File: config.mk
export PLATFORM = sky130hd
export DESIGN_NAME = vcs_ctrl
export DESIGN_NICKNAME = d
export VERILOG_FILES = /design/src/rtl/core/vcs_pkg.sv /design/src/rtl/core/vcs_ctrl.sv
export SDC_FILE = /design/constraint.sdc
export NUM_CORES = 1
export LEC_CHECK = 0
export BUFFER_PORTS_ARGS = -buffer_cell sky130_fd_sc_hd__buf_2
export CAP_MARGIN = 20
export CORE_UTILIZATION = 40
export CTS_CLUSTER_SIZE = 28
export DETAILED_ROUTE_END_ITERATION = 8
export GPL_TIMING_DRIVEN = 0
export SLEW_MARGIN = 25
export SYNTH_ARGS = -nofsm -noshare
export SYNTH_HDL_FRONTEND = slang
export SYNTH_SLANG_ARGS = --single-unit
File: constraint.sdc
create_clock -name clk -period 1.8 [get_ports clk]
set_input_delay 0.27 -clock clk [delete_from_list [all_inputs] [get_ports clk]]
set_output_delay 0.27 -clock clk [all_outputs]
set_load 0.005 [all_outputs]
File: src/rtl/core/vcs_pkg.sv
// vcs_pkg: widths, constants and controller/datapath interface types
// for the vector cosine similarity block
// no dependencies
package vcs_pkg;

    localparam int ELEM_W   = 16;                  // element and result width
    localparam int EPROD_W  = 2 * ELEM_W;          // element product width
    localparam int ACC_W    = 48;                  // accumulator width
    localparam int HALF_W   = ACC_W / 2;           // operand half for the shared multiplier
    localparam int PP_W     = 2 * HALF_W;          // partial product width
    localparam int PROD_W   = 2 * ACC_W;           // sum_a * sum_b width
    localparam int NUM_SH   = 2 * (ELEM_W - 1);    // scale of the squared dot product
    localparam int ROOT_W   = 130;                 // width of the root search words
    localparam int Q_W      = ELEM_W;              // quotient magnitude width
    localparam int CNT_W    = 4;                   // sequencer step counter
    localparam int MUL_LAST = 7;                   // last partial product index
    localparam int ROOT_LAST = Q_W - 1;            // last quotient bit step

    // commands from controller to datapath
    typedef struct packed {
        logic       acc_en;      // element transaction accepted
        logic       last_en;     // element transaction carries the last flag
        logic       mul_en;      // issue one partial product
        logic [2:0] mul_idx;     // which partial product
        logic       root_add;    // root step, first half: sum of square terms
        logic       root_cmp;    // root step, second half: trial compare
        logic       root_first;  // first quotient bit (value 32768)
        logic       out_load;    // load the result register
    } vcs_cmd_t;

    // status from datapath to controller
    typedef struct packed {
        logic zero_norm;         // either final sum of squares is zero
    } vcs_stat_t;

endpackage

File: src/rtl/core/vcs_ctrl.sv
// vcs_ctrl: sequencer for the cosine similarity block
// depends on vcs_pkg (command and status types, step counts)
module vcs_ctrl (
    input  logic                 clk,
    input  logic                 rst_n,
    input  logic                 in_valid,
    input  logic                 last_element,
    output logic                 in_ready,
    output logic                 out_valid,
    input  logic                 out_ready,
    input  vcs_pkg::vcs_stat_t   stat,
    output vcs_pkg::vcs_cmd_t    cmd
);

    typedef enum logic [2:0] {
        ST_ACCUM,
        ST_MUL,
        ST_DRAIN,
        ST_ROOT_ADD,
        ST_ROOT_CMP,
        ST_DONE
    } state_t;

    state_t                     state_reg, state_next;
    logic [vcs_pkg::CNT_W-1:0]  cnt_reg, cnt_next;
    logic                       out_valid_reg, out_valid_next;
    logic                       in_take;
    logic                       skip_mul;
    logic                       out_free;

    assign in_ready  = (state_reg == ST_ACCUM);
    assign out_valid = out_valid_reg;
    assign in_take   = in_valid && (state_reg == ST_ACCUM);
    assign skip_mul  = (cnt_reg == '0) && stat.zero_norm;
    assign out_free  = !out_valid_reg || out_ready;

    // commands decoded from state
    always_comb
    begin
        cmd            = '0;
        cmd.acc_en     = in_take;
        cmd.last_en    = in_take && last_element;
        cmd.mul_en     = (state_reg == ST_MUL) && !skip_mul;
        cmd.mul_idx    = cnt_reg[2:0];
        cmd.root_add   = (state_reg == ST_ROOT_ADD);
        cmd.root_cmp   = (state_reg == ST_ROOT_CMP);
        cmd.root_first = (cnt_reg == '0);
        cmd.out_load   = (state_reg == ST_DONE) && out_free;
    end

    // next state and counter
    always_comb
    begin
        state_next     = state_reg;
        cnt_next       = cnt_reg;
        out_valid_next = out_valid_reg;
        if (out_ready)
        begin
            out_valid_next = 1'b0;
        end
        unique case (state_reg)
            ST_ACCUM:
            begin
                if (in_take && last_element)
                begin
                    state_next = ST_MUL;
                    cnt_next   = '0;
                end
            end
            ST_MUL:
            begin
                if (skip_mul)
                begin
                    state_next = ST_DONE;
                end
                else if (cnt_reg == vcs_pkg::CNT_W'(vcs_pkg::MUL_LAST))
                begin
                    state_next = ST_DRAIN;
                end
                else
                begin
                    cnt_next = cnt_reg + 1'b1;
                end
            end
            ST_DRAIN:
            begin
                state_next = ST_ROOT_ADD;
                cnt_next   = '0;
            end
            ST_ROOT_ADD:
            begin
                state_next = ST_ROOT_CMP;
            end
            ST_ROOT_CMP:
            begin
                if (cnt_reg == vcs_pkg::CNT_W'(vcs_pkg::ROOT_LAST))
                begin
                    state_next = ST_DONE;
                end
                else
                begin
                    cnt_next   = cnt_reg + 1'b1;
                    state_next = ST_ROOT_ADD;
                end
            end
            ST_DONE:
            begin
                if (out_free)
                begin
                    out_valid_next = 1'b1;
                    state_next     = ST_ACCUM;
                end
            end
            default:
            begin
                state_next = ST_ACCUM;
            end
        endcase
    end

    // state and registered outputs
    always_ff @(posedge clk or negedge rst_n)
    begin
        if (!rst_n)
        begin
            state_reg     <= ST_ACCUM;
            cnt_reg       <= '0;
            out_valid_reg <= 1'b0;
        end
        else
        begin
            state_reg     <= state_next;
            cnt_reg       <= cnt_next;
            out_valid_reg <= out_valid_next;
        end
    end

endmodule

==> summary.txt <==
Status
  • Status: complete, no violations

STA
  • Final Hold Slack: 0.299 ns
  • Final Setup Violations: 0
  • Worst-Margin Slew: 0.306 ns
  • Slew Viols, Final: 0
  • Clock skew: 0.00172 ns
  • Fin crit share: 94.4%
  • Final Hold Fails: 0
  • FMAX: 589 MHz
  • Min cycle time layout: 1.70 ns
  • Relative slew slack: 79.5%

Synth
  • Async S/R FF share, synth: 100%
  • Predominant post-synthesis flop cell: dfrtp_1
  • #FFs+latches synth: 8
  • Multiplexer share of the synthesized area: 1.59%
  • Synth Warn #: 0
  • Simple logic cell fraction of the synthesized area: 35.9%
  • Distinct cells, synth: 34
  • Top cell type's share of synthesized area: 31.9%
  • Net Count, Synth: 80
  • Top cells by area, synth: dfrtp_1 (32%), buf_4 (4.8%), nand3b_1 (4.8%), nand2_1 (4.2%), ha_1 (4.0%)
  • Yosys top cell by area: dfrtp_1
  • Seq/Total Area, Yosys: 31.9%
  • Complex-gate fraction of the synthesized area: 15.3%
  • Synth Area in XOR/XNOR: 1.39%
  • Count leader, synth: dfrtp_1
  • Syn_area_per_cell: 8.72 um^2
  • Post-synth EDFFs: 0
  • Mapped Area: 628 um^2
  • Main combinational cell family by area after synthesis: simple AND/OR/NAND/NOR gates
  • Syn Inst Count: 72
  • Synth cell count leaders: dfrtp_1 (8), nand2_1 (7), a21oi_1 (4), buf_4 (4), nand3b_1 (4)
  • Adder-cell area share of the yosys netlist: 3.98%

GRT
  • Vias in the first global route: 484
  • First-pass GRT wire length: 2120 um
  • Initial antenna violation count: 0
  • GRT Total Usage: 15.9%
  • Largest net degree at the start of global routing: 11
  • Gr ovfl total: 0

Clock network
  • CTS Root Cell: clkbuf_4
  • Worst-path clk slew: 0.06 ns
  • Clk Latency, worst-skew pair: 0.26 ns
  • CTS tree: yes
  • Clock Tree Buf Depth: 2
  • Clk sinks: 8
  • CTS buffer count: 3
  • CTS HTree Levels: 1

Detailed routing
  • DR WL/cell: 11.9 um
  • Post-route ant nets: 0
  • DRT Pass-1 Iters: 4
  • Final wirelength: 1290 um
  • Initial drt markers: 4
  • Via Count: 573
  • Vias per cell: 5.31
  • DRC viols: 0

Power
  • PD cells: 1610 mW/mm^2
  • Total Power: 1.29 mW
  • Leakage: 0.392 nW
  • Peak VDD IR: 0.719 mV

Finish
  • Finished Layout Cells: 108
  • # diodes: 0
  • Fin nets: 103
  • Post-route cell area: 802 um^2
  • Max FFs per register: 4
  • Final Core Density: 58.0%
  • Multi-input gate area: 398 um^2
  • Sequential Area: 203 um^2
  • FILL cells: 131
  • Share of layout cells above drive strength 1: 40.9%
  • Synth-to-layout area growth: 27.7%

Worst setup path
  • CP Data Arrival Time: 1.43 ns
  • Max FO, Critical Path: 10
  • Worst setup SP type: register
  • Critical Path RT: 1.53 ns
  • Critical path class: register to primary output
  • Worst setup EP type: primary output

Placement
  • GP Congestion: 0.735
  • Inst Count DP: 104
  • Count of input and output buffers: 17
  • Area of placed instances: 732 um^2
  • Hpwl dp: 979 um

Die
  • Die width: 41.6 um
  • Die area: 0.00173 mm^2
  • Core region area: 0.00138 mm^2
  • Die H: 41.6 um
  • Top Ports: 18
  • Initial Utilization: 45.4%
  • Row Count: 13

Flow run
  • MaxCap Viol Count: 0

Hold path
  • Hold crit path type: input port to register
-- cell usage in the layout (no fill, tap or decap), types with 3 or more instances in the layout --
master | Yosys | routed
a21oi_1 | 4 | 4
buf_2 | 2 | 18
buf_4 | 4 | 5
clkbuf_4 | 0 | 3
dfrtp_1 | 8 | 6
inv_1 | 3 | 3
nand2_1 | 7 | 7
nand3_1 | 3 | 3
nand3b_1 | 4 | 4
nor2_1 | 3 | 3
or3_1 | 3 | 3
-- timing repair --
item                       in CTS  in global routing
hold endpoints to repair        8                  0
cloned                          0                  0
setup buffers                   0                  0
setup endpoints to repair       2                  3
hold buffers                    1                  0
resized for setup               1                 10
-- cell families after synthesis --
kind of cell / Yosys count
flip-flops: 8
adder cells (fa/ha/maj): 2
multiplexers: 1
buffers and inverters: 10
AO/OA/AOI/OAI: 14
AND/OR/NAND/NOR: 36
XOR/XNOR: 1
-- power breakdown --
part	total, mW	internal (mW)	switching (mW)
registers	0.360	0.258	0.102
clock network	0.144	0.0767	0.0672
logic	0.784	0.432	0.352
-- final cells by class --
type | instances | area share, %
Multi-Input combinational cell | 54 | 49.6
Clock buffer | 3 | 2.81
Timing Repair Buffer | 18 | 11.9
Inverter | 3 | 1.40
Sequential cell | 8 | 25.3
Tap cell | 15 | 2.34
Buffer | 7 | 6.71
-- per-layer routing --
metal / vias to the layer above / GRT usage, % / part of all wire, %
li1: 305 / - / -
met2: 17 / 19.4 / 38
met5: - / 0 / 0
met4: 0 / 7.74 / 1.5
met3: 4 / 5.22 / 5.0
met1: 247 / 24.3 / 56
-- path summary, 6_finish.rpt --
check                                                end                     start  slack [ns]  cells past startpoint
worst max-delay path                              cmd[9]  state_reg[1]$_DFFE_PN0P_        0.10                      5
min in group asynchronous       state_reg[0]$_DFFE_PN0P_                     rst_n        0.39                      2
worst max register to register    cnt_reg[2]$_DFFE_PN0P_    cnt_reg[0]$_DFFE_PN0P_        0.21                      5
worst min register to register       out_valid$_DFF_PN0_       out_valid$_DFF_PN0_        0.52                      2
max in group asynchronous         cnt_reg[0]$_DFFE_PN0P_                     rst_n        1.22                      2
worst min-delay path                 out_valid$_DFF_PN0_                 out_ready        0.30                      3
-- critical path: stages, from the launching register on --
cell and delay [ns]:
dfrtp_2 0.44, buf_4 0.18, nor3_4 0.22, and2_1 0.15, buf_4 0.09, buf_2 0.09
-- metrics by stage --
stage	setup TNS [ns]	setup WS (ns)
floorplan	0	0.346
global placement	0	0.183
detailed placement	0	0.177
CTS	0	0.0161
global route	-0.00378	-0.00378
finish	0	0.101
Note: power is estimated with default switching activity, not from simulation.
